===== src/design/week_seconds_to_calendar_assert.svh =====
// Assertion macros for the week-seconds to calendar converter.
// Depends on nothing; include in modules that carry concurrent checks.
`ifndef WEEK_SECONDS_TO_CALENDAR_ASSERT_SVH
`define WEEK_SECONDS_TO_CALENDAR_ASSERT_SVH

`ifndef ASSERT_OFF
`define W2C_ASSERT(lbl, clk, rst_n, prop) \
	lbl: assert property (@(posedge clk) disable iff (!rst_n) prop) \
		else $error("w2c check failed");
`define W2C_ASSERT_NEXT(lbl, clk, rst_n, ante, cons) \
	lbl: assert property (@(posedge clk) disable iff (!rst_n) (ante) |=> (cons)) \
		else $error("w2c sequence check failed");
`else
`define W2C_ASSERT(lbl, clk, rst_n, prop)
`define W2C_ASSERT_NEXT(lbl, clk, rst_n, ante, cons)
`endif

`endif


===== src/design/wks2cal_pkg.sv =====
// Constants and tables for the week-seconds to calendar converter.
// No dependencies; imported by week_seconds_to_calendar.
`default_nettype none

package wks2cal_pkg;

	localparam int unsigned IN_W   = 48;
	localparam int unsigned OUT_W  = 48;
	localparam int unsigned NST    = 14;

	// minute split: (ms >> 5) / 1875 by reciprocal
	localparam logic [14:0] MIN_RECIP  = 15'd17895;
	localparam logic [10:0] MIN_DIV    = 11'd1875;
	// hour split: (minutes >> 2) / 15 by reciprocal
	localparam logic [9:0]  HOUR_RECIP = 10'd546;
	localparam logic [3:0]  HOUR_DIV   = 4'd15;
	// century term: (100c - 12210) / 36525 by reciprocal
	localparam logic [12:0] CENT_RECIP = 13'd7349;
	localparam logic [16:0] CENT_DIV   = 17'd36525;

	localparam logic [21:0] JD_EPOCH   = 22'd2445782;
	localparam logic [27:0] Y_OFFSET   = 28'd244565990;
	localparam logic [12:0] YEAR_BASE  = 13'd4715;
	localparam logic [3:0]  MARCH      = 4'd3;
	localparam logic [4:0]  F_WRAP     = 5'd14;

	typedef logic [8:0] day_ofs_t;

	// smallest r with floor(10000 r / 306001) >= k
	localparam day_ofs_t F_THRESH [1:15] = '{
		9'd31,  9'd62,  9'd92,  9'd123, 9'd154, 9'd184, 9'd215, 9'd245,
		9'd276, 9'd307, 9'd337, 9'd368, 9'd398, 9'd429, 9'd460
	};

	// floor(306001 f / 10000)
	localparam day_ofs_t DOM_BASE [0:15] = '{
		9'd0,   9'd30,  9'd61,  9'd91,  9'd122, 9'd153, 9'd183, 9'd214,
		9'd244, 9'd275, 9'd306, 9'd336, 9'd367, 9'd397, 9'd428, 9'd459
	};

endpackage

`default_nettype wire


===== src/design/week_seconds_to_calendar.sv =====
// Top level: week number and time of week to calendar date and time of day.
// Depends on wks2cal_pkg and week_seconds_to_calendar_assert.svh.
//
//  channel   dir  fields (low bit first)
//  s_axis    in   week_number[12:0], week_millis[42:13], zero pad
//  m_axis    out  year, month, day, hour, minute, minute_millis
//
// Fourteen register stages; one transaction enters per cycle unless every stage is full and the output stalls.
// The reciprocal multiply, subtract and correct steps of each of the three constant
// divisions are split over three stages.
// Reset clears only the stage valid bits; data registers carry no reset.
// A stalled output holds; empty stages still fill, so input is taken while
// a result waits.
`default_nettype none

`include "week_seconds_to_calendar_assert.svh"

module week_seconds_to_calendar
	import wks2cal_pkg::*;
(
	input  wire logic             clk,
	input  wire logic             arst_n,
	input  wire logic             s_axis_tvalid,
	output logic                  s_axis_tready,
	input  wire logic [IN_W-1:0]  s_axis_tdata,  // week_number[12:0], week_millis[42:13]
	output logic                  m_axis_tvalid,
	input  wire logic             m_axis_tready,
	output logic [OUT_W-1:0]      m_axis_tdata   // year[11:0], month[15:12], day[20:16],
	                                             // hour[25:21], minute[31:26],
	                                             // minute_millis[47:32]
);

	logic [NST-1:0] stage_vld_q;
	logic [NST-1:0] adv;

	// stage 1
	logic [24:0] x_s1;
	logic [39:0] prod_s1;
	logic [4:0]  lo5_s1;
	logic [15:0] w7_s1;
	// stage 2
	logic [14:0] q0_s2;
	logic [11:0] rem0_s2;
	logic [4:0]  lo5_s2;
	logic [15:0] w7_s2;
	// stage 3
	logic [14:0] mt_s3;
	logic [15:0] mmil_s3;
	logic [15:0] w7_s3;
	// stage 4
	logic [22:0] hprod_s4;
	logic [14:0] mt_s4;
	logic [15:0] mmil_s4;
	logic [15:0] w7_s4;
	// stage 5
	logic [9:0]  hq0_s5;
	logic [4:0]  hrem_s5;
	logic [1:0]  lo2_s5;
	logic [15:0] mmil_s5;
	logic [15:0] w7_s5;
	// stage 6
	logic [8:0]  ht_s6;
	logic [5:0]  minute_s6;
	logic [15:0] mmil_s6;
	logic [15:0] w7_s6;
	// stage 7
	logic [3:0]  days_s7;
	logic [4:0]  hour_s7;
	logic [5:0]  minute_s7;
	logic [15:0] mmil_s7;
	logic [15:0] w7_s7;
	// stage 8
	logic [21:0] c_s8;
	logic [27:0] y_s8;
	logic [4:0]  hour_s8;
	logic [5:0]  minute_s8;
	logic [15:0] mmil_s8;
	// stage 9
	logic [40:0] dprod_s9;
	logic [27:0] y_s9;
	logic [21:0] c_s9;
	logic [4:0]  hour_s9;
	logic [5:0]  minute_s9;
	logic [15:0] mmil_s9;
	// stage 10
	logic [12:0] dq0_s10;
	logic [16:0] drem_s10;
	logic [21:0] c_s10;
	logic [4:0]  hour_s10;
	logic [5:0]  minute_s10;
	logic [15:0] mmil_s10;
	// stage 11
	logic [12:0] d_s11;
	logic [21:0] c_s11;
	logic [4:0]  hour_s11;
	logic [5:0]  minute_s11;
	logic [15:0] mmil_s11;
	// stage 12
	logic [8:0]  r_s12;
	logic [12:0] d_s12;
	logic [4:0]  hour_s12;
	logic [5:0]  minute_s12;
	logic [15:0] mmil_s12;
	// stage 13
	logic [3:0]  f_s13;
	logic [3:0]  mon_s13;
	logic [8:0]  r_s13;
	logic [12:0] d_s13;
	logic [4:0]  hour_s13;
	logic [5:0]  minute_s13;
	logic [15:0] mmil_s13;
	// stage 14
	logic [11:0] year_s14;
	logic [3:0]  month_s14;
	logic [4:0]  day_s14;
	logic [4:0]  hour_s14;
	logic [5:0]  minute_s14;
	logic [15:0] mmil_s14;

	// combinational next values
	logic [14:0] q0_n;
	logic [24:0] rem_full_n;
	logic [14:0] mt_n;
	logic [10:0] mrem_n;
	logic [9:0]  hq0_n;
	logic [12:0] hrem_full_n;
	logic [8:0]  ht_n;
	logic [3:0]  mmin_n;
	logic [3:0]  days_n;
	logic [8:0]  hour_full_n;
	logic [15:0] dsum_n;
	logic [12:0] dq0_n;
	logic [27:0] drem_full_n;
	logic [12:0] d_n;
	logic [21:0] e_n;
	logic [21:0] r_full_n;
	logic [3:0]  f_n;
	logic [3:0]  mon_n;
	logic [8:0]  dom_full_n;
	logic [12:0] yr_full_n;

	always_comb begin
		adv[NST-1] = !stage_vld_q[NST-1] | m_axis_tready;
		for (int i = NST - 2; i >= 0; i--) begin
			adv[i] = !stage_vld_q[i] | adv[i+1];
		end
	end

	assign s_axis_tready = adv[0];
	assign m_axis_tvalid = stage_vld_q[NST-1];
	assign m_axis_tdata  = {mmil_s14, minute_s14, hour_s14, day_s14, month_s14, year_s14};

	always_ff @(posedge clk or negedge arst_n) begin
		if (!arst_n) begin
			stage_vld_q <= '0;
		end else begin
			if (adv[0]) begin
				stage_vld_q[0] <= s_axis_tvalid;
			end
			for (int i = 1; i < NST; i++) begin
				if (adv[i]) begin
					stage_vld_q[i] <= stage_vld_q[i-1];
				end
			end
		end
	end

	always_comb begin
		q0_n       = prod_s1[39:25];
		rem_full_n = x_s1 - 25'(q0_n) * 25'(MIN_DIV);

		if (rem0_s2 >= 12'(MIN_DIV)) begin
			mt_n   = q0_s2 + 15'd1;
			mrem_n = 11'(rem0_s2 - 12'(MIN_DIV));
		end else begin
			mt_n   = q0_s2;
			mrem_n = rem0_s2[10:0];
		end

		hq0_n       = hprod_s4[22:13];
		hrem_full_n = mt_s4[14:2] - 13'(hq0_n) * 13'(HOUR_DIV);

		if (hrem_s5 >= 5'(HOUR_DIV)) begin
			ht_n   = 9'(hq0_s5) + 9'd1;
			mmin_n = 4'(hrem_s5 - 5'(HOUR_DIV));
		end else begin
			ht_n   = 9'(hq0_s5);
			mmin_n = hrem_s5[3:0];
		end

		days_n = '0;
		for (int k = 1; k <= 12; k++) begin
			days_n = days_n + 4'(ht_s6 >= 9'(24 * k));
		end
		hour_full_n = ht_s6 - 9'(days_n) * 9'd24;

		dsum_n = w7_s7 + 16'(days_s7);

		dq0_n       = dprod_s9[40:28];
		drem_full_n = y_s9 - 28'(dq0_n) * 28'(CENT_DIV);

		d_n = (drem_s10 >= CENT_DIV) ? dq0_s10 + 13'd1 : dq0_s10;

		e_n      = 22'(d_s11) * 22'd365 + 22'(d_s11[12:2]);
		r_full_n = c_s11 - e_n;

		f_n = '0;
		for (int k = 1; k <= 15; k++) begin
			f_n = f_n + 4'(r_s12 >= F_THRESH[k]);
		end
		mon_n = (5'(f_n) >= F_WRAP) ? f_n - 4'd13 : f_n - 4'd1;

		dom_full_n = r_s13 - DOM_BASE[f_s13];
		yr_full_n  = d_s13 - YEAR_BASE - 13'(mon_s13 >= MARCH);
	end

	always_ff @(posedge clk) begin
		if (adv[0]) begin
			x_s1    <= s_axis_tdata[42:18];
			prod_s1 <= 40'(s_axis_tdata[42:18]) * 40'(MIN_RECIP);
			lo5_s1  <= s_axis_tdata[17:13];
			w7_s1   <= 16'(s_axis_tdata[12:0]) * 16'd7;
		end
		if (adv[1]) begin
			q0_s2   <= q0_n;
			rem0_s2 <= rem_full_n[11:0];
			lo5_s2  <= lo5_s1;
			w7_s2   <= w7_s1;
		end
		if (adv[2]) begin
			mt_s3   <= mt_n;
			mmil_s3 <= {mrem_n, lo5_s2};
			w7_s3   <= w7_s2;
		end
		if (adv[3]) begin
			hprod_s4 <= 23'(mt_s3[14:2]) * 23'(HOUR_RECIP);
			mt_s4    <= mt_s3;
			mmil_s4  <= mmil_s3;
			w7_s4    <= w7_s3;
		end
		if (adv[4]) begin
			hq0_s5  <= hq0_n;
			hrem_s5 <= hrem_full_n[4:0];
			lo2_s5  <= mt_s4[1:0];
			mmil_s5 <= mmil_s4;
			w7_s5   <= w7_s4;
		end
		if (adv[5]) begin
			ht_s6     <= ht_n;
			minute_s6 <= {mmin_n, lo2_s5};
			mmil_s6   <= mmil_s5;
			w7_s6     <= w7_s5;
		end
		if (adv[6]) begin
			days_s7   <= days_n;
			hour_s7   <= hour_full_n[4:0];
			minute_s7 <= minute_s6;
			mmil_s7   <= mmil_s6;
			w7_s7     <= w7_s6;
		end
		if (adv[7]) begin
			c_s8      <= 22'(dsum_n) + JD_EPOCH;
			y_s8      <= 28'(dsum_n) * 28'd100 + Y_OFFSET;
			hour_s8   <= hour_s7;
			minute_s8 <= minute_s7;
			mmil_s8   <= mmil_s7;
		end
		if (adv[8]) begin
			dprod_s9  <= 41'(y_s8) * 41'(CENT_RECIP);
			y_s9      <= y_s8;
			c_s9      <= c_s8;
			hour_s9   <= hour_s8;
			minute_s9 <= minute_s8;
			mmil_s9   <= mmil_s8;
		end
		if (adv[9]) begin
			dq0_s10    <= dq0_n;
			drem_s10   <= drem_full_n[16:0];
			c_s10      <= c_s9;
			hour_s10   <= hour_s9;
			minute_s10 <= minute_s9;
			mmil_s10   <= mmil_s9;
		end
		if (adv[10]) begin
			d_s11      <= d_n;
			c_s11      <= c_s10;
			hour_s11   <= hour_s10;
			minute_s11 <= minute_s10;
			mmil_s11   <= mmil_s10;
		end
		if (adv[11]) begin
			r_s12      <= r_full_n[8:0];
			d_s12      <= d_s11;
			hour_s12   <= hour_s11;
			minute_s12 <= minute_s11;
			mmil_s12   <= mmil_s11;
		end
		if (adv[12]) begin
			f_s13      <= f_n;
			mon_s13    <= mon_n;
			r_s13      <= r_s12;
			d_s13      <= d_s12;
			hour_s13   <= hour_s12;
			minute_s13 <= minute_s12;
			mmil_s13   <= mmil_s12;
		end
		if (adv[13]) begin
			year_s14   <= yr_full_n[11:0];
			month_s14  <= mon_s13;
			day_s14    <= dom_full_n[4:0];
			hour_s14   <= hour_s13;
			minute_s14 <= minute_s13;
			mmil_s14   <= mmil_s13;
		end
	end

	`W2C_ASSERT(a_mmil_range, clk, arst_n, stage_vld_q[2] |-> mmil_s3 < 16'd60000)
	`W2C_ASSERT(a_minute_range, clk, arst_n, stage_vld_q[5] |-> minute_s6 < 6'd60)
	`W2C_ASSERT(a_month_range, clk, arst_n, stage_vld_q[12] |-> (mon_s13 != 4'd0 && mon_s13 <= 4'd12))
	`W2C_ASSERT(a_full_on_stall, clk, arst_n, !s_axis_tready |-> ((&stage_vld_q) && !m_axis_tready))
	`W2C_ASSERT_NEXT(a_fill_bubble, clk, arst_n, s_axis_tvalid && !stage_vld_q[0], stage_vld_q[0])

endmodule

`default_nettype wire


===== config.mk =====
export PLATFORM = sky130hd
export DESIGN_NAME = week_seconds_to_calendar
export DESIGN_NICKNAME = d
export VERILOG_FILES = /design/src/design/wks2cal_pkg.sv /design/src/design/week_seconds_to_calendar.sv
export VERILOG_INCLUDE_DIRS = /design/src /design/src/design
export SDC_FILE = /design/constraint.sdc
export NUM_CORES = 2
export LEC_CHECK = 0
export BUFFER_PORTS_ARGS = -buffer_cell sky130_fd_sc_hd__buf_4
export CORE_UTILIZATION = 30
export DETAILED_ROUTE_END_ITERATION = 10
export HOLD_SLACK_MARGIN = 0.06
export SETUP_SLACK_MARGIN = 0.15
export SLEW_MARGIN = 30
export SYNTH_ARGS = -nofsm -noshare
export SYNTH_HDL_FRONTEND = slang
export SYNTH_SLANG_ARGS = --single-unit

===== constraint.sdc =====
create_clock -name clk -period 7.3 [get_ports clk]
set_input_delay 0.73 -clock clk [delete_from_list [all_inputs] [get_ports clk]]
set_output_delay 0.73 -clock clk [all_outputs]
set_load 0.005 [all_outputs]

==> impl_summary.log <==
INFO  metric areaGrowthSynthToFinish = 12.7%
INFO  metric numPortBuffers = 96
INFO  metric iteration_0_drc_count_of_the_detailed_router = 912
INFO  metric gr-usage-all-layers = 9.86%
INFO  metric post-route-worst-setup-slack = approximately 1000 ps
INFO  metric edff_count_synth = 716
INFO  metric synthesis.yosys.warnings = 0
INFO  metric hpwlAfterDp = 57500 um
INFO  metric route.final.wire_length = 72900 um
INFO  metric critPathMaxFanout = 7
INFO  metric yosysTopAreaCellShare = a little under half
INFO  metric required = around 7700 ps
INFO  metric drive_gt1_share = 7.47%
INFO  metric fp.dieW = 393 um
INFO  metric netlist_top_cells_area = edfxtp_1 47%, fa_1 18%, ha_1 16%
INFO  metric summed_instance_area_of_the_synthesized_netlist = 0.0459 mm^2
INFO  metric synth_ff_type = edfxtp_1
INFO  metric pre_cts_ws = 630 ps
INFO  metric antenna_violations_before_repair = 0
INFO  metric setup_repair_after_global_routing_missed_its_margin = false
INFO  metric synthDominantAreaCellType = edfxtp_1
INFO  metric die-area = 0.155 mm^2
INFO  metric cts_tree = built
INFO  metric initial_core_util = 30.2%
INFO  metric final.period_utilization = a little under nine tenths
INFO  metric path_clk_slew = 60 ps
INFO  metric drc = 0
INFO  metric vias_per_cell = roughly 4.1
INFO  metric worst-setup-path-type = flip-flop to flip-flop
INFO  metric final.setup_skew = 21.3 ps
INFO  metric status = finished clean
INFO  metric postSynthAreaPerCell = 13.6 um^2
INFO  metric maxClockFrequency = 160 MHz
INFO  metric core_area = 0.152 mm^2
INFO  metric timing.final.hold_violations = 0
INFO  metric grt_overflow = 0
INFO  metric drtAntennaViolNets = 0
INFO  metric cap_violations = 0
INFO  metric synth_sequential_area_ratio = 47.6%
INFO  metric hold_class = primary input to flip-flop
INFO  metric crit_path_end_kind = flip-flop
INFO  metric floorplan.rows = ~140
INFO  metric fin_setup_tns = 0 ps
INFO  metric min_period = 6250 ps
INFO  metric post_cts.repair.setup_buffers = 0
INFO  metric regMostFlops = y_s8
INFO  metric number_of_global_route_vias_before_repair = around 25000
INFO  metric vias = 23300
INFO  metric clkLatencyLatePin = 640 ps
INFO  metric fin_nets = 4579
INFO  metric largest_reg_flops = 23
INFO  metric relSlewSlack = 40.4%
INFO  metric fill_cells = 14700
INFO  metric h-tree-depth = 3
INFO  metric async_flop_share = ~1.9%
INFO  metric cts-root-to-sink-buffers = 3
INFO  metric slew_limit_fails = 0
INFO  metric synth.net_count = 4400
INFO  metric die_h = 393 um
INFO  metric synth-seq-cells = 730
INFO  metric diodes = 0
INFO  metric worst_setup_path_start_kind = flip-flop
INFO  metric setup_viol = 0
INFO  metric cts_root_buf = clkbuf_16
INFO  metric postSynthCellCount = 3364
INFO  metric grt_start_max_net_pins = 66
INFO  metric tightestPinTransition = approximately 890 ps
INFO  metric post_drt_wl_per_cell = 13.0 um
INFO  metric grt_first_pass_wirelength = 123000 um
INFO  metric floorplan.io_pins = 102
INFO  metric cts_inserted_buffers = 78
INFO  metric gp_routability_congestion = 0.799
INFO  metric clock-sinks = 730
INFO  metric dr.pass1.iters = 5
INFO  metric arrival = 6640 ps
INFO  metric synth_cell_types = 69
-- cells by family after synthesis --
logic type / count (synthesis) / share of synthesized area, %
multiplexers: 9 / 0.207
adder cells (fa/ha/maj): 984 / 33.4
XOR/XNOR: 240 / 4.59
flip-flops: 730 / 47.6
buffers and inverters: 724 / 5.92
AO/OA/AOI/OAI: 294 / 4.23
AND/OR/NAND/NOR: 383 / 4.04
-- per-stage QoR --
stage	hold slack [ps]	cells	utilization [%]	instance area (um^2)
after global placement	400	5492	32.4	49300
after floorplan	400	3364	-	45900
after CTS	231	5630	34.1	51800
final	280	5630	34.1	51800
after detailed placement	405	5492	32.4	49300
after global routing	244	5630	34.1	51800
-- path summary, 6_finish.rpt --
kind	from	to	slack (ps)	cells after the start
setup / recovery	y_s8[9]$_DFFE_PP_	dprod_s9[38]$_DFFE_PP_	1050	20
setup reg to reg	y_s8[9]$_DFFE_PP_	dprod_s9[38]$_DFFE_PP_	1050	20
hold reg to reg	hour_s13[2]$_DFFE_PP_	hour_s14[2]$_DFFE_PP_	400	0
max in group asynchronous	arst_n	stage_vld_q[2]$_DFFE_PN0P_	6640	2
hold / removal	s_axis_tdata[13]	lo5_s1[0]$_DFFE_PP_	280	1
min in group asynchronous	arst_n	stage_vld_q[13]$_DFFE_PN0P_	490	2
-- critical path: stages, from the launching register on --
cell and delay (ps):
edfxtp_1 620, inv_1 220, fa_1 580, inv_1 50
fa_1 510, inv_1 60, fa_1 500, fa_1 520
fa_1 550, inv_1 40, ha_1 290, a21o_1 160
a21o_1 160, a21oi_1 180, o21ai_0 180, a211oi_2 340
o31a_1 260, o21ai_1 130, o221a_1 230, or2_1 250
xor2_1 160
-- cells in the final DEF (no fill, tap or decap), drive strengths merged, types with 4 or more instances in the layout --
| cell | Yosys | layout |
|---|---|---|
| o31ai | 6 | 6 |
| buf | 0 | 110 |
| xor2 | 76 | 76 |
| dfrtp | 14 | 14 |
| nand4 | 22 | 22 |
| nor2b | 20 | 20 |
| or2 | 12 | 12 |
| nand3 | 32 | 32 |
| o21ai | 56 | 56 |
| o31a | 7 | 7 |
| clkbuf | 12 | 90 |
| a31o | 7 | 7 |
| or3 | 9 | 9 |
| o41ai | 4 | 4 |
| bufinv | 0 | 5 |
| o21bai | 12 | 12 |
| mux2 | 4 | 4 |
| a21oi | 92 | 92 |
| and3 | 9 | 9 |
| a21boi | 5 | 5 |
| ha | 580 | 580 |
| o21a | 19 | 19 |
| mux2i | 5 | 5 |
| a21o | 38 | 38 |
| clkinv | 0 | 36 |
| a211oi | 15 | 15 |
| nand2b | 29 | 29 |
| and4 | 4 | 4 |
| and2 | 6 | 6 |
| xnor2 | 164 | 164 |
| nor3 | 30 | 30 |
| nor2 | 101 | 101 |
| o211ai | 6 | 6 |
| inv | 712 | 712 |
| nand2 | 98 | 98 |
| edfxtp | 716 | 716 |
| a31oi | 8 | 8 |
| fa | 404 | 404 |
| clkinvlp | 0 | 6 |
-- synthesized netlist by cell type, types with 10 or more instances --
library cell / n
ha_1: 580
inv_1: 712
nand3_1: 32
a21oi_1: 90
a211oi_1: 14
o21bai_1: 11
dfrtp_1: 14
edfxtp_1: 716
o21ai_1: 10
o21a_1: 19
nor2b_1: 20
nand2b_1: 29
nand2_1: 97
a21o_1: 37
fa_1: 404
o21ai_0: 45
xnor2_1: 163
nand4_1: 22
clkbuf_1: 12
nor2_1: 101
or2_2: 11
xor2_1: 76
nor3_1: 29
-- routing by layer --
layer / GRT usage (%) / share of wire [%] / wire (um)
met5: 0 / 0 / 0
met4: 2.67 / 2.0 / 1490
met3: 1.54 / 2.6 / 1880
met2: 17.3 / 50 / 36500
met1: 12.5 / 45 / 33100
-- timing repair --
action                     CTS  global route
hold buffers                 1             0
setup endpoints to repair    0             0
gates resized for setup      0             0
hold endpoints to repair    14             0
-- layout make-up --
class / instances / area, um^2 / share of cell area, %
Inverter: 712 / 2680 / 5.17
Timing Repair Buffer: 111 / 836 / 1.62
Clock buffer: 90 / 2020 / 3.90
Tap cell: 2030 / 2540 / 4.91
Clock inverter: 47 / 453 / 0.875
Sequential cell: 730 / 21900 / 42.2
Multi-Input combinational cell: 1910 / 21400 / 41.3
Power is not shown: default switching activity piles up to over one toggle a cycle in this logic, so the estimate is an artifact.
